File: src/sv/pehd_pkg.sv
`timescale 1ns / 1ps
package pehd_pkg;

    localparam int PIN_W        = 5;
    localparam int TIME_W       = 32;
    localparam int HOLD_W       = 16;
    localparam int CH_OUT_W     = 3;
    localparam int CHANNELS_DEF = 5;

    localparam logic [HOLD_W-1:0] HOLDOFF_RESET = 16'd90;

endpackage

File: src/sv/pehd_if.sv
`timescale 1ns / 1ps
// sample channel: pin levels and millisecond time
interface pehd_in_if;
    import pehd_pkg::*;

    logic              valid;
    logic              ready;
    logic [PIN_W-1:0]  pin_levels;
    logic [TIME_W-1:0] now_ms;

    modport source (output valid, output pin_levels, output now_ms, input ready);
    modport sink (input valid, input pin_levels, input now_ms, output ready);
endinterface

// event channel
interface pehd_ev_if;
    import pehd_pkg::*;

    logic                valid;
    logic                ready;
    logic [CH_OUT_W-1:0] channel;
    logic [TIME_W-1:0]   edge_time_ms;
    logic                last_event;

    modport source (output valid, output channel, output edge_time_ms, output last_event,
                    input ready);
    modport sink (input valid, input channel, input edge_time_ms, input last_event,
                  output ready);
endinterface

// holdoff register write channel
interface pehd_cfg_if;
    import pehd_pkg::*;

    logic              valid;
    logic              ready;
    logic [HOLD_W-1:0] holdoff_ms;

    modport source (output valid, output holdoff_ms, input ready);
    modport sink (input valid, input holdoff_ms, output ready);
endinterface

File: src/sv/pehd_cmp.sv
`timescale 1ns / 1ps
// shared elapsed-time unit: (now - last) mod 2^32 > holdoff
module pehd_cmp (
    input  logic [pehd_pkg::TIME_W-1:0] now_ms,
    input  logic [pehd_pkg::TIME_W-1:0] last_ms,
    input  logic [pehd_pkg::HOLD_W-1:0] holdoff_ms,
    output logic                        past_holdoff
);
    import pehd_pkg::*;

    logic [TIME_W-1:0] elapsed;

    assign elapsed      = now_ms - last_ms;
    assign past_holdoff = elapsed > {{(TIME_W-HOLD_W){1'b0}}, holdoff_ms};

endmodule

File: src/sv/pehd_seq.sv
`timescale 1ns / 1ps
// channel scan sequencer with per-channel state and output register
module pehd_seq #(
    parameter int CHANNELS = pehd_pkg::CHANNELS_DEF
) (
    input  logic                          clk,
    input  logic                          rst_n,
    input  logic                          in_valid,
    output logic                          in_ready,
    input  logic [pehd_pkg::PIN_W-1:0]    in_pins,
    input  logic [pehd_pkg::TIME_W-1:0]   in_now,
    input  logic [pehd_pkg::HOLD_W-1:0]   holdoff,
    output logic                          ev_valid,
    input  logic                          ev_ready,
    output logic [pehd_pkg::CH_OUT_W-1:0] ev_channel,
    output logic [pehd_pkg::TIME_W-1:0]   ev_time,
    output logic                          ev_last
);
    import pehd_pkg::*;

    localparam int CH_W = (CHANNELS > 1) ? $clog2(CHANNELS) : 1;

    typedef enum logic [1:0] {S_IDLE, S_SCAN, S_FLUSH} state_t;

    state_t              state_reg, state_next;
    logic [CH_W-1:0]     idx_reg, idx_next;
    logic                pend_valid_reg, pend_valid_next;
    logic                out_valid_reg, out_valid_next;
    logic [CHANNELS-1:0] prev_reg, prev_next;
    logic [TIME_W-1:0]   last_reg [CHANNELS];
    logic [TIME_W-1:0]   last_next [CHANNELS];

    logic [CHANNELS-1:0] levels_reg, levels_next;
    logic [TIME_W-1:0]   now_reg, now_next;
    logic [CH_OUT_W-1:0] pend_ch_reg, pend_ch_next;
    logic [CH_OUT_W-1:0] out_ch_reg, out_ch_next;
    logic [TIME_W-1:0]   out_time_reg, out_time_next;
    logic                out_last_reg, out_last_next;

    logic [CHANNELS-1:0] pins_ext;
    logic                lvl;
    logic                falling;
    logic                past_holdoff;
    logic                qual;
    logic                out_free;
    logic                out_load;

    // channels beyond the pin field read low
    for (genvar i = 0; i < CHANNELS; i++) begin : g_ext
        if (i < PIN_W) begin : g_pin
            assign pins_ext[i] = in_pins[i];
        end
        else begin : g_low
            assign pins_ext[i] = 1'b0;
        end
    end

    pehd_cmp u_cmp (
        .now_ms       (now_reg),
        .last_ms      (last_reg[idx_reg]),
        .holdoff_ms   (holdoff),
        .past_holdoff (past_holdoff)
    );

    assign lvl      = levels_reg[idx_reg];
    assign falling  = prev_reg[idx_reg] & ~lvl;
    assign qual     = falling & past_holdoff;
    assign out_free = !out_valid_reg || ev_ready;

    always_comb
    begin
        state_next      = state_reg;
        idx_next        = idx_reg;
        pend_valid_next = pend_valid_reg;
        prev_next       = prev_reg;
        last_next       = last_reg;
        levels_next     = levels_reg;
        now_next        = now_reg;
        pend_ch_next    = pend_ch_reg;
        out_load        = 1'b0;
        out_ch_next     = out_ch_reg;
        out_time_next   = out_time_reg;
        out_last_next   = out_last_reg;

        case (state_reg)
            S_IDLE:
            begin
                if (in_valid)
                begin
                    levels_next = pins_ext;
                    now_next    = in_now;
                    idx_next    = '0;
                    state_next  = S_SCAN;
                end
            end
            S_SCAN:
            begin
                // hold the scan when a new event finds the held one unable to leave
                if (!(qual && pend_valid_reg && !out_free))
                begin
                    prev_next[idx_reg] = lvl;
                    if (falling)
                    begin
                        last_next[idx_reg] = now_reg;
                    end
                    if (qual)
                    begin
                        if (pend_valid_reg)
                        begin
                            out_load      = 1'b1;
                            out_ch_next   = pend_ch_reg;
                            out_last_next = 1'b0;
                        end
                        pend_valid_next = 1'b1;
                        pend_ch_next    = CH_OUT_W'(idx_reg);
                    end
                    if (idx_reg == CH_W'(CHANNELS - 1))
                    begin
                        state_next = S_FLUSH;
                    end
                    else
                    begin
                        idx_next = idx_reg + CH_W'(1);
                    end
                end
            end
            S_FLUSH:
            begin
                if (!pend_valid_reg)
                begin
                    state_next = S_IDLE;
                end
                else if (out_free)
                begin
                    out_load        = 1'b1;
                    out_ch_next     = pend_ch_reg;
                    out_last_next   = 1'b1;
                    pend_valid_next = 1'b0;
                    state_next      = S_IDLE;
                end
            end
            default:
            begin
                state_next = S_IDLE;
            end
        endcase

        if (out_load)
        begin
            out_time_next  = now_reg;
            out_valid_next = 1'b1;
        end
        else if (ev_ready)
        begin
            out_valid_next = 1'b0;
        end
        else
        begin
            out_valid_next = out_valid_reg;
        end
    end

    always_ff @(posedge clk or negedge rst_n)
    begin
        if (!rst_n)
        begin
            state_reg      <= S_IDLE;
            idx_reg        <= '0;
            pend_valid_reg <= 1'b0;
            out_valid_reg  <= 1'b0;
            prev_reg       <= '0;
            for (int i = 0; i < CHANNELS; i++)
            begin
                last_reg[i] <= '0;
            end
        end
        else
        begin
            state_reg      <= state_next;
            idx_reg        <= idx_next;
            pend_valid_reg <= pend_valid_next;
            out_valid_reg  <= out_valid_next;
            prev_reg       <= prev_next;
            last_reg       <= last_next;
        end
    end

    always_ff @(posedge clk)
    begin
        levels_reg   <= levels_next;
        now_reg      <= now_next;
        pend_ch_reg  <= pend_ch_next;
        out_ch_reg   <= out_ch_next;
        out_time_reg <= out_time_next;
        out_last_reg <= out_last_next;
    end

    assign in_ready   = (state_reg == S_IDLE);
    assign ev_valid   = out_valid_reg;
    assign ev_channel = out_ch_reg;
    assign ev_time    = out_time_reg;
    assign ev_last    = out_last_reg;

endmodule

File: src/sv/pulse_edge_timestamp_holdoff_top.sv
`timescale 1ns / 1ps
// flow: a sample is accepted in idle, then its channels are scanned one per cycle through the
//   shared elapsed-time compare unit while the event sink does not stall, then a flush state follows
// a new sample is accepted only after the flush state returns the sequencer to idle
// the first event of a sample is held pending and reaches the output when a later one qualifies or at flush
// reset: async active low, clears previous levels, edge times and holdoff (to 90) at once
module pulse_edge_timestamp_holdoff_top #(
    parameter int CHANNELS = pehd_pkg::CHANNELS_DEF
) (
    input  logic        clk,
    input  logic        rst_n,
    pehd_in_if.sink     in_ch,
    pehd_ev_if.source   ev_ch,
    pehd_cfg_if.sink    cfg_ch
);
    import pehd_pkg::*;

    // holdoff register, always writable
    logic [HOLD_W-1:0] holdoff_reg;

    assign cfg_ch.ready = 1'b1;

    always_ff @(posedge clk or negedge rst_n)
    begin
        if (!rst_n)
        begin
            holdoff_reg <= HOLDOFF_RESET;
        end
        else if (cfg_ch.valid)
        begin
            holdoff_reg <= cfg_ch.holdoff_ms;
        end
    end

    // sequencer walks the channels in ascending order, one per cycle unless the event output stalls; the most
    // recent qualified event is held back so the final one can carry the last mark
    pehd_seq #(
        .CHANNELS (CHANNELS)
    ) u_seq (
        .clk        (clk),
        .rst_n      (rst_n),
        .in_valid   (in_ch.valid),
        .in_ready   (in_ch.ready),
        .in_pins    (in_ch.pin_levels),
        .in_now     (in_ch.now_ms),
        .holdoff    (holdoff_reg),
        .ev_valid   (ev_ch.valid),
        .ev_ready   (ev_ch.ready),
        .ev_channel (ev_ch.channel),
        .ev_time    (ev_ch.edge_time_ms),
        .ev_last    (ev_ch.last_event)
    );

endmodule

File: src/flat_wrapper.sv
// flat-port wrapper written by rule: the top's interface ports become plain ports
module pulse_edge_timestamp_holdoff_top_flat import pehd_pkg::*;
#(
    parameter int CHANNELS = pehd_pkg::CHANNELS_DEF
)
  (clk, rst_n, in_ch_valid, in_ch_pin_levels, in_ch_now_ms, in_ch_ready, ev_ch_valid, ev_ch_channel, ev_ch_edge_time_ms, ev_ch_last_event, ev_ch_ready, cfg_ch_valid, cfg_ch_holdoff_ms, cfg_ch_ready);
  pehd_in_if in_ch_i ();
  pehd_ev_if ev_ch_i ();
  pehd_cfg_if cfg_ch_i ();
  input  logic clk;
  input  logic rst_n;
  input wire logic [$bits(in_ch_i.valid)-1:0] in_ch_valid;
  input wire logic [$bits(in_ch_i.pin_levels)-1:0] in_ch_pin_levels;
  input wire logic [$bits(in_ch_i.now_ms)-1:0] in_ch_now_ms;
  output wire logic [$bits(in_ch_i.ready)-1:0] in_ch_ready;
  output wire logic [$bits(ev_ch_i.valid)-1:0] ev_ch_valid;
  output wire logic [$bits(ev_ch_i.channel)-1:0] ev_ch_channel;
  output wire logic [$bits(ev_ch_i.edge_time_ms)-1:0] ev_ch_edge_time_ms;
  output wire logic [$bits(ev_ch_i.last_event)-1:0] ev_ch_last_event;
  input wire logic [$bits(ev_ch_i.ready)-1:0] ev_ch_ready;
  input wire logic [$bits(cfg_ch_i.valid)-1:0] cfg_ch_valid;
  input wire logic [$bits(cfg_ch_i.holdoff_ms)-1:0] cfg_ch_holdoff_ms;
  output wire logic [$bits(cfg_ch_i.ready)-1:0] cfg_ch_ready;
  assign in_ch_i.valid = in_ch_valid;
  assign in_ch_i.pin_levels = in_ch_pin_levels;
  assign in_ch_i.now_ms = in_ch_now_ms;
  assign in_ch_ready = in_ch_i.ready;
  assign ev_ch_valid = ev_ch_i.valid;
  assign ev_ch_channel = ev_ch_i.channel;
  assign ev_ch_edge_time_ms = ev_ch_i.edge_time_ms;
  assign ev_ch_last_event = ev_ch_i.last_event;
  assign ev_ch_i.ready = ev_ch_ready;
  assign cfg_ch_i.valid = cfg_ch_valid;
  assign cfg_ch_i.holdoff_ms = cfg_ch_holdoff_ms;
  assign cfg_ch_ready = cfg_ch_i.ready;
  pulse_edge_timestamp_holdoff_top #(.CHANNELS(CHANNELS)) u_core (.clk(clk), .rst_n(rst_n), .in_ch(in_ch_i), .ev_ch(ev_ch_i), .cfg_ch(cfg_ch_i));
endmodule
File: config.mk
export PLATFORM = sky130hd
export DESIGN_NAME = pulse_edge_timestamp_holdoff_top_flat
export DESIGN_NICKNAME = d
export VERILOG_FILES = /design/src/sv/pehd_pkg.sv /design/src/sv/pehd_if.sv /design/src/sv/pehd_cmp.sv /design/src/sv/pehd_seq.sv /design/src/sv/pulse_edge_timestamp_holdoff_top.sv /design/src/flat_wrapper.sv
export SDC_FILE = /design/constraint.sdc
export NUM_CORES = 1
export LEC_CHECK = 0
export ABC_AREA = 1
export BUFFER_PORTS_ARGS = -buffer_cell sky130_fd_sc_hd__buf_2
export CAP_MARGIN = 0
export CELL_PAD_IN_SITES_DETAIL_PLACEMENT = 0
export CELL_PAD_IN_SITES_GLOBAL_PLACEMENT = 2
export CORE_MARGIN = 4
export CORE_UTILIZATION = 40
export DETAILED_ROUTE_END_ITERATION = 16
export GPL_ROUTABILITY_DRIVEN = 0
export GPL_TIMING_DRIVEN = 0
export MAX_ROUTING_LAYER = met4
export PLACE_DENSITY_LB_ADDON = 0.15
export SLEW_MARGIN = 10
export SYNTH_ARGS = -nofsm -noshare
export SYNTH_HDL_FRONTEND = slang
export SYNTH_SLANG_ARGS = --single-unit
File: constraint.sdc
create_clock -name clk -period 16.5 [get_ports clk]
set_clock_uncertainty 0.05 [all_clocks]
set_input_delay 0.825 -clock clk [delete_from_list [all_inputs] [get_ports clk]]
set_output_delay 0.825 -clock clk [all_outputs]
set_load 0.005 [all_outputs]
# [Word-level counts from Yosys, hierarchy flattened]
# Cells that the tools add are included.
[word_totals] ff_bits=264 word_cells=108
[classes] n_addsub=2 n_lt_le_gt_ge=5 eq_ne=12 mux=48 bitwise=5 n_reduce_logical=19
[ops] op="$bwmux 160" n=1
[ops] op="$bmux 32 s3" n=1
[ops] op="$demux 32 s3" n=1
[ops] op="$mux 32" n=3
[ops] op="$gt 32x16->1" n=1
[ops] op="$sub 32x32->32" n=1
[ops] op="$mux 3" n=8
[ops] op="$mux 1" n=19
[ops] op="$ne 2x2->1 const B" n=8
[ops] op="$pmux 3 s2" n=2
[ops] op="$mux 2" n=5
[ops] op="$reduce_and 3->1" n=3
[ops] op="$reduce_and 4->1" n=2
[ops] op="$bmux 1 s3" n=2
[ops] op="$pmux 1 s2" n=3
[ops] op="$pmux 2 s3" n=1
[ops] op="$reduce_and 6->1" n=1
[ops] op="$reduce_bool 2->1" n=3
[ops] op="$bwmux 5" n=1
[ops] op="$ge 4x4->1 const B" n=1
[ops] op="$logic_and 1x1->1" n=4
[ops] op="$lt 3x4->1 const B" n=1
[ops] op="$lt 4x1->1 const B" n=1
[ops] op="$not 3->4" n=1
[ops] op="other kinds (13)" n=17

# [Depth between registers and ports, before layout]
# Gate-level depths: netlist (run 1).
[logic_depth] depth_word=12 mapped_depth=36 mapped_depth_nobuf=31

# [Modules after synthesis]
# Synthesis (run 1) repeated with hierarchy kept, for this count alone.
[unflattened] hier_cells=1801 hier_area_um2=14368.8
[modules_own_cells] module="pehd_seq" instances=1 cells_per_inst=1093 area_per_inst_um2=10600.2 seq_area_each_um2=6586.3
[modules_own_cells] module="pehd_cmp" instances=1 cells_per_inst=638 area_per_inst_um2=3108.0 seq_area_each_um2=0.0
[modules_own_cells] module="pulse_edge_timestamp_holdoff_top" instances=1 cells_per_inst=70 area_per_inst_um2=660.6 seq_area_each_um2=405.4

# [Worst setup path before layout (run 1)]
# No wires, ideal clock.
[synth_timing] path_kind="reg-to-reg" from="register u_core.u_seq.idx_reg[1]" to="register u_core.u_seq.out_time_reg[0], in the netlist u_core.u_seq.ev_time[0], enable pin" t_arrival_ns=5.197 required_time_ns=16.029 setup_slack_ns=10.832 path_stages_with_launch=33 path_buffers=2 synth_period_minus_slack_ns=5.668 cell_sequence="dfrtp_1 inv_1 nor3_1 clkbuf_1 buf_1 nand2_1 nand3_1 a221oi_1 ha_1 nand2_1 inv_1 nand2_1 inv_2 nand2_1 clkinv_1 nand2_1 nand2_1 xor2_1 ha_1 nand2_1 nor3_1 nand2_1 nand2_1 nand2_1 nand3_1 nor2_1 nand2_1 nor2_1 nand2_2 nand3_1 nand2_1 nand3_1 nor2_1"
[synth_via] elab_chain_cells=11 word_cells_on_any_way=18 classes_between="add/sub: 1; order compare: 1; mux: 10; bitwise: 4; reduce/logical: 2"
[synth_lines] element="start, declared" line="pehd_seq.sv:26" source="logic [CH_W-1:0] idx_reg, idx_next;"
[synth_lines] element="start signal, assigned" line="pehd_seq.sv:180" source="idx_reg <= idx_next;"
[synth_lines] element="$not 3->4 (implied by the code)" line="pehd_seq.sv:60" source=".last_ms (last_reg[idx_reg]),"
[synth_lines] element="$bmux 32 s3" line="pehd_seq.sv:60"
[synth_lines] element="$mux 32 (implied by the code) (2 in series)" line="pehd_seq.sv:60"
[synth_lines] element="$sub 32x32->32" line="pehd_cmp.sv:13" source="assign elapsed = now_ms - last_ms;"
[synth_lines] element="$gt 32x16->1" line="pehd_cmp.sv:14" source="assign past_holdoff = elapsed > {{(TIME_W-HOLD_W){1'b0}}, holdoff_ms};"
[synth_lines] element="$and 1x1->1 (*)" line="pehd_seq.sv:67" source="assign qual = falling & past_holdoff;"
[synth_lines] element="$logic_and 1x1->1 (2 in series)" line="pehd_seq.sv:99" source="if (!(qual && pend_valid_reg && !out_free))"
[synth_lines] element="$mux 1 (*)" line="pehd_seq.sv:99"
[synth_lines] element="$pmux 1 s2 (*)" line="pehd_seq.sv:85" source="case (state_reg)"
[synth_lines] element="net u_core.u_seq.out_load" line="pehd_seq.sv:46" source="logic out_load;"
[synth_lines] element="end signal, assigned" line="pehd_seq.sv:194" source="out_time_reg <= out_time_next;"
[synth_lines] element="end, declared" line="pehd_seq.sv:37" source="logic [TIME_W-1:0] out_time_reg, out_time_next;"
# The timed path passes the listed nets; every way through them passes the cells marked *. The select of a mux whose other input is x is not followed.
# A chain may end at the register's enable or synchronous reset.

# [Worst setup path after layout (run 1)]
[layout_timing] from="register u_core.u_seq.idx_reg[1]" to="register u_core.u_seq.last_reg[69] (netlist bit)"
[layout_via] elab_chain_cells=11 word_cells_on_any_way=23 classes_between="add/sub: 1; order compare: 3; mux: 10; bitwise: 5; reduce/logical: 4"
[layout_lines] element="$not 3->4 (implied by the code)" line="pehd_seq.sv:60, pehd_seq.sv:104"
[layout_lines] element="$bmux 32 s3" line="pehd_seq.sv:60"
[layout_lines] element="$mux 32 (implied by the code) (2 in series)" line="pehd_seq.sv:60"
[layout_lines] element="$sub 32x32->32" line="pehd_cmp.sv:13"
[layout_lines] element="$gt 32x16->1" line="pehd_cmp.sv:14"
[layout_lines] element="$and 1x1->1" line="pehd_seq.sv:67"
[layout_lines] element="$logic_and 1x1->1 (2 in series)" line="pehd_seq.sv:99"
[layout_lines] element="$not 1->1 (no source line)"
[layout_lines] element="$reduce_and 3->1 (no source line)"
[layout_lines] element="end signal, assigned" line="pehd_seq.sv:184" source="last_reg <= last_next;"
[layout_lines] element="end, declared" line="pehd_seq.sv:30" source="logic [TIME_W-1:0] last_reg [CHANNELS];"
# Parallel ways exist; a longest one is shown, timed or not. The select of a mux whose other input is x is not followed.

==> results of run 1 <==
-- kinds of logic after synthesis --
family                   after synthesis  share of synthesized area, %
AO/OA/AOI/OAI                         93                          4.39
XOR/XNOR                              15                         0.927
adder cells (fa/ha/maj)               55                          4.91
buffers and inverters                269                          7.98
flip-flops                           264                          49.3
multiplexers                           1                        0.0795
other                                  1                        0.0265
AND/OR/NAND/NOR                     1066                          32.3
-- power by group through the flow --
stage                     logic [µW]  clock network [µW]  registers, µW
after floorplan                 1160                   0            916
after detailed placement        1680                   0            958
after global placement          1660                   0            958
after CTS                       1690                 719            949
final                           1670                 705            952
after global routing            1900                 751            966
-- Yosys cell counts, types with 3 or more instances --
cell | count | area, µm²
ha_1 | 54 | 676
inv_1 | 159 | 597
buf_1 | 7 | 26.3
nand3_1 | 81 | 405
o21ai_0 | 26 | 130
a21oi_1 | 26 | 130
dfstp_2 | 4 | 105
a221oi_1 | 29 | 254
nor2_1 | 59 | 221
nand3_2 | 3 | 30.0
nand4_1 | 177 | 1110
dfrtp_1 | 184 | 4600
clkinv_1 | 5 | 18.8
edfxtp_1 | 76 | 2280
buf_6 | 11 | 124
buf_2 | 16 | 80.1
inv_2 | 11 | 41.3
clkbuf_1 | 57 | 214
nand2_1 | 738 | 2770
xor2_1 | 13 | 114
-- metrics by stage --
| step | utilization, % | cell area (µm²) |
|---|---|---|
| 2_1_floorplan | - | 14200 |
| 3_3_place_gp | 43.8 | 15200 |
| 3_5_place_dp | 44.1 | 15300 |
| 4_1_cts | 47.1 | 16300 |
| 5_1_grt | 47.1 | 16300 |
| 6_report | 47.1 | 16300 |
-- critical path: cells and delay by family (launching register included) --
kind / cells / cell delay [ps]
adders and majority gates: 3 / 740
DFF: 1 / 510
buffers and inverters: 5 / 1810
AOI/OAI and AO/OA: 2 / 380
xor gates and xnor gates: 1 / 210
and+or+nand+nor: 18 / 3070
-- layout make-up --
| type | instances | area share [%] |
|---|---|---|
| Clock buffer | 30 | 4.59 |
| Sequential cell | 264 | 42.8 |
| Tap cell | 455 | 3.48 |
| Inverter | 175 | 4.02 |
| Buffer | 94 | 2.90 |
| Timing Repair Buffer | 98 | 3.38 |
| Multi-Input combinational cell | 1231 | 37.1 |
| Clock inverter | 26 | 1.76 |
-- worst paths after layout --
kind                       depth (start not counted)  slack, ps                                     end                             startpoint
hold reg to reg                                    0        370    u_core.u_seq.ev_channel[2]$_DFFE_PP_  u_core.u_seq.pend_ch_reg[2]$_DFFE_PP_
setup reg to reg                                  29       9580   u_core.u_seq.last_reg[69]$_DFFE_PN0P_    u_core.u_seq.idx_reg[1]$_DFFE_PN0P_
min in group clk                                   1        360      u_core.u_seq.now_reg[27]$_DFFE_PP_                       in_ch_now_ms[27]
max in group asynchronous                          2      15210  u_core.u_seq.last_reg[122]$_DFFE_PN0P_                                  rst_n
hold / removal                                     1        190      u_core.holdoff_reg[13]$_DFFE_PN0P_                                  rst_n
setup / recovery                                  29       9580   u_core.u_seq.last_reg[69]$_DFFE_PN0P_    u_core.u_seq.idx_reg[1]$_DFFE_PN0P_
-- per-layer routing --
| layer | part of all wire, % | track usage, % | routed length, µm | vias to the layer above |
|---|---|---|---|---|
| li1 | - | - | - | 6092 |
| met1 | 46 | 33.9 | 21200 | 5841 |
| met2 | 46 | 39.2 | 21200 | 358 |
| met3 | 6.4 | 4.02 | 2970 | 66 |
| met4 | 2.0 | 5.56 | 937 | 0 |
| met5 | 0 | - | 0 | - |
==> results by group, run 1 <==
Outcome
  • Outcome: complete, no violations

Logic synthesis
  • Ys async rst share: between 70% and 80%
  • Post-Syn Nets: 1877
  • Mapped Cells: 1764
  • Register bit total from synthesis: approximately 260
  • Synth cell types: 41
  • Sequential-to-total area share from yosys stat: between 40% and 50%
  • EDFF count, synth: 76
  • Post-Syn Area per Cell: 8.03 µm²
  • Synth Cell Area: 0.0142 mm²
  • YS warnings: 0
  • Most used flip-flop cell after synthesis: dfrtp_1

Timing
  • Slew headroom: between 30% and 40%
  • Slew @ Worst Pin: roughly 950 ps
  • FMAX: 144 MHz
  • WHS: approximately 190 ps
  • Fin. max-slew vios: 0
  • Final min period: 6920 ps
  • Final hold violation count: 0
  • Final TNS setup: 0 ps
  • Unrepaired setup endpoints after global routing: false
  • Final setup viols: 0
  • Final Cycle Share: 42.0%
  • Min setup slack post-route: 9580 ps

Pwr
  • Power density over cell area: 204 mW/mm²
  • Clk pwr share: between 20% and 30%
  • Internal power: around 1800 µW
  • Peak VDD IR: between 100 and 150 µV
  • Switching share of power: 46.7%
  • Static Leak: 0.00843 µW
  • Combinational fraction of design power: ~50%
  • Psw: 1560 µW
  • Power, Total: about 3300 µW
  • Sequential power share: 28.6%

Clocking
  • CTS clk-pin slew, worst paths: 70 ps
  • Cts bufs inserted: 30
  • Cts-stage hold buffer count: 0
  • CTS H-Tree Depth: 1
  • TritonCTS clock tree: done
  • Root buffer cell: clkbuf_16
  • CTS Sinks: roughly 260
  • Clock latency on the worst-skew pair: 590 ps
  • Post_cts resized: 0
  • CTS Buffer Depth: 3
  • Postcts setup bufs: 0

Setup path
  • CP Capture Type: flop
  • WP data required: around 17000 ps
  • Crit path largest cell delay: 640 ps
  • Critical path startpoint category: flop
  • Slowest CP cell: buf_1
  • Most frequent CP cell: nand3_1
  • CP Class: reg2reg
  • CP arrival: roughly 7300 ps
  • CP Max Fanout: 10

Detailed routing
  • DRT Wirelength: approximately 46000 µm
  • First-pass DRT Iterations: 5
  • Initial DRC count: 903
  • Post-DR wirelength/cell: 19.5 µm
  • Via-to-Cell Ratio: 5.21
  • Detail Route Antenna Nets: 0
  • DRC viols: 0
  • Total number of vias: 12.4k

Die
  • Ports: a little under 100
  • Area of the core: 0.0347 mm²
  • Die ar.: 0.0385 mm²
  • Chip height: 196 µm
  • Row count: 68
  • Initial core utilization: 40.8%
  • Die width: 196 µm

Placement
  • Placed Cells: between 2k and 2.5k
  • Port buffer count: 95
  • Pre-CTS setup slack: 9570 ps
  • Half-perimeter wire length after placement: 34500 µm

Layout
  • Fin cells: 2373
  • Area growth syn-to-layout: 15.3%
  • ANT cells: 0
  • Area occupied by multi-input gates: 0.00605 mm²
  • Fin nets: 2007
  • Commonest non-fill, non-tap cell in the layout: nand2_1
  • Layout cells sized above 1: 10.8%
  • Register area: between 0.006 and 0.007 mm²
  • Most frequent cells in the layout: nand2_1 (738), dfrtp_1 (184), nand4_1 (177)
  • Largest register FFs: 160
  • Fill cells: 3543

Global routing
  • Grt ovf: 0
  • Pin count of the biggest net entering global routing: 99
  • Gr usage total: 24.8%
  • First-pass GRT wire length: between 70000 and 80000 µm
  • Initial antenna violation count: 0
  • Vias in the first global route: roughly 12k

Min path
  • Worst Hold Class: in2async

Run
  • Max cap viols: 0
(Power assumes the default switching activity.)
==> run 2, diff against run 1 <==
--- a/config.mk
+++ b/config.mk
@@ -5,13 +5,13 @@
 export SDC_FILE = /design/constraint.sdc
 export NUM_CORES = 1
 export LEC_CHECK = 0
-export ABC_AREA = 1
+export ABC_AREA = 0
 export BUFFER_PORTS_ARGS = -buffer_cell sky130_fd_sc_hd__buf_2
 export CAP_MARGIN = 0
 export CELL_PAD_IN_SITES_DETAIL_PLACEMENT = 0
 export CELL_PAD_IN_SITES_GLOBAL_PLACEMENT = 2
 export CORE_MARGIN = 4
-export CORE_UTILIZATION = 40
+export CORE_UTILIZATION = 42
 export DETAILED_ROUTE_END_ITERATION = 16
 export GPL_ROUTABILITY_DRIVEN = 0
 export GPL_TIMING_DRIVEN = 0
==> constraint.sdc (replaced) <==
create_clock -name clk -period 7.1 [get_ports clk]
set_clock_uncertainty 0.05 [all_clocks]
set_input_delay 0.355 -clock clk [delete_from_list [all_inputs] [get_ports clk]]
set_output_delay 0.355 -clock clk [all_outputs]
set_load 0.005 [all_outputs]
==> results by group, run 2 <==
Detailed routing
  • First-pass DRT Iterations: 5
  • Initial DRC count: 450
  • Via-to-Cell Ratio: 5.35
  • Detail Route Antenna Nets: 0
  • DRC viols: 0
  • DRT Wirelength: 35800 µm
  • Total number of vias: just over 9k
  • Post-DR wirelength/cell: 20.6 µm

Logic synthesis
  • Adder-Cell Fraction of Synth Area: 5.09%
  • YS warnings: 0
  • Mux share of post-synthesis cell area: 19.9%
  • Post-synth top cells: dfrtp_1 (184), mux2_4 (87), a21oi_1 (82)
  • Top post-synthesis cells by area: dfrtp_1 (34%), edfxtp_1 (17%), mux2_4 (9.6%)
  • Synth Cell Area: approximately 0.014 mm²
  • Synth Area in Simple Gates: 7.39%
  • Top-count cell post-synth: dfrtp_1
  • Sequential-to-total area share from yosys stat: 51.2%
  • Synth top area share: 33.7%
  • Post-synthesis compound-gate area fraction: 12.1%
  • Ys async rst share: 71.2%
  • XOR/XNOR Fraction of Synth Area: 1.28%
  • Mapped Cells: roughly 1.1k
  • Register bit total from synthesis: 264
  • Post-Syn Nets: 1196
  • Largest family of logic cells by synthesized area: multiplexers
  • Post-Syn Area per Cell: roughly 13 µm²
  • EDFF count, synth: 76
  • Post-synth top area cell: dfrtp_1
  • Synth cell types: a little over 70
  • Most used flip-flop cell after synthesis: dfrtp_1

Global routing
  • Vias in the first global route: 9424
  • Initial antenna violation count: 0
  • Gr usage total: 20.4%
  • Grt ovf: 0
  • First-pass GRT wire length: 55900 µm
  • Pin count of the biggest net entering global routing: 98

Pwr
  • Peak VDD IR: 254 µV
  • Internal power: 5020 µW
  • Sequential power share: 30.0%
  • Power, Total: 8280 µW
  • Psw: roughly 3300 µW
  • Power density over cell area: 500 mW/mm²
  • Clk pwr share: 18.5%
  • Static Leak: ~0.0074 µW
  • Switching share of power: 39.4%
  • Combinational fraction of design power: about half

Layout
  • Layout cells sized above 1: roughly a third
  • Area growth syn-to-layout: 21.2%
  • Finished Cell Area: 0.0166 mm²
  • Fin nets: 1387
  • ANT cells: 0
  • Most frequent cells in the layout: dfrtp_1 (183), buf_2 (107), mux2_4 (87)
  • Commonest non-fill, non-tap cell in the layout: dfrtp_1
  • Largest register FFs: 160

Placement
  • Port buffer count: 95
  • Dpl cell area: 0.0148 mm²
  • Half-perimeter wire length after placement: between 20000 and 25000 µm

Die
  • Die width: 188 µm
  • Chip height: between 150 and 200 µm
  • Row count: 65
  • Initial core utilization: 43.0%
  • Ports: between 90 and 100
  • Area of the core: ~0.032 mm²
  • Die ar.: 0.0355 mm²

Clocking
  • Cts bufs inserted: 29
  • CTS Sinks: 264
  • CTS H-Tree Depth: 1
  • TritonCTS clock tree: done
  • CTS Buffer Depth: 3
  • Clock latency on the worst-skew pair: 560 ps
  • Root buffer cell: clkbuf_16
  • CTS clk-pin slew, worst paths: ~60 ps

Setup path
  • CP Max Fanout: 10
  • Reg2Reg Depth: 27
  • Critical path startpoint category: flop
  • CP arrival: 7210 ps
  • WP data required: 7480 ps
  • CP Capture Type: flop
  • CP Class: reg2reg

Min path
  • Worst Hold Class: in2reg
  • Hold Path Depth: 3

Run
  • Max cap viols: 0

Timing
  • Final setup viols: 0
  • FMAX: 146 MHz
  • Slew headroom: around 33%
  • Final hold violation count: 0
  • Final min period: around 6800 ps
  • Fin. max-slew vios: 0
  • Slew @ Worst Pin: 1000 ps
  • Final Cycle Share: between 90 and 100%

Outcome
  • Outcome: complete, no violations
==> run 2: cell count changes after synthesis, sizes merged, moves of 34 or more <==
cell	delta
a21oi	+56
nand4	-162
nand2	-679
mux2	+166
nand3	-71
clkbuf	-34
inv	-141
==> run 2: area by class of cell <==
cell class | instances | area (µm²)
Buffer | 58 | 445
Sequential cell | 264 | 6990
Fill cell | 2777 | 15200
Multi-Input combinational cell | 732 | 6310
Inverter | 29 | 109
Tap cell | 435 | 544
Timing Repair Buffer | 160 | 1190
Clock buffer | 37 | 766
Clock inverter | 17 | 190
==> run 2: routing by layer <==
layer / part of all wire [%] / global-route usage, % / wire length [µm] / vias to the layer above
met5: 0 / - / 0 / -
met4: 1.7 / 4.06 / 611 / 0
met3: 4.7 / 2.52 / 1690 / 43
met2: 44 / 30.6 / 15900 / 205
met1: 49 / 30.3 / 17600 / 4613
li1: - / - / - / 4406
==> run 2: path summary, 6_finish.rpt <==
| path | from | endpoint | slack (ps) |
|---|---|---|---|
| max | u_core.u_seq.idx_reg[1]$_DFFE_PN0P_ | u_core.u_seq.last_reg[153]$_DFFE_PN0P_ | 270 |
| max reg2reg | u_core.u_seq.idx_reg[1]$_DFFE_PN0P_ | u_core.u_seq.last_reg[153]$_DFFE_PN0P_ | 270 |
| min | ev_ch_ready | u_core.u_seq.ev_valid$_DFFE_PN0P_ | 130 |
| max in group asynchronous | rst_n | u_core.u_seq.last_reg[158]$_DFFE_PN0P_ | 5620 |
| min in group asynchronous | rst_n | u_core.u_seq.last_reg[67]$_DFFE_PN0P_ | 360 |
| min reg2reg | u_core.u_seq.pend_ch_reg[2]$_DFFE_PP_ | u_core.u_seq.ev_channel[2]$_DFFE_PP_ | 380 |
==> run 2: power groups by stage <==
stage	Clock, µW	Combinational (µW)	Sequential, µW
final	1530	4270	2480
after global routing	1640	4750	2550
after CTS	1570	4210	2480
after detailed placement	0	4100	2500
after global placement	0	4060	2500
after floorplan	0	3080	2400
==> run 2: cells by family after synthesis <==
logic type	after synthesis
adder cells (fa/ha/maj)	55
other	1
buffers and inverters	87
AO/OA/AOI/OAI	249
AND/OR/NAND/NOR	202
multiplexers	205
XOR/XNOR	20
flip-flops	264
==> run 2: critical path, stage by stage, from the launching register on <==
cell and delay, ps:
dfrtp_1 400, buf_2 190, buf_6 170, nor2_4 340, and2_2 320, clkbuf_4 310
a21oi_1 110, ha_1 270, buf_2 170, nand4_1 140, o22ai_1 140, a311oi_1 320
o21ai_0 220, xor2_1 260, ha_1 290, a21o_1 160, a21o_1 160, a21oi_1 140
o211ai_1 150, a2111oi_2 330, nand4_1 140, or4_4 590, buf_2 200, a21boi_4 160
buf_12 140, nand3_4 200, clkbuf_16 310, mux2_4 300
==> run 2: repair_timing <==
| action | 4_1_cts | 5_1_grt |
|---|---|---|
| buffers inserted | 2 | 4 |
| endpoints found under the hold margin | 140 | 0 |
| resized for setup | 57 | 31 |
| pin swaps | 1 | 1 |
| hold buffers | 55 | 0 |
| gates cloned | 0 | 1 |
| endpoints found under the setup margin | 211 | 196 |
==> run 2: per-stage QoR <==
step	utilization [%]	hold slack, ps	instances	setup TNS, ps	worst slack, ps
after global placement	46.2	357	1613	-379550	-2280
after global routing	52.1	127	1732	-26.3	-7.29
after floorplan	-	9.41	1083	0	386
after CTS	51.6	91.4	1727	0	10.1
final	52.1	128	1732	0	271
after detailed placement	46.4	358	1616	-343290	-1860
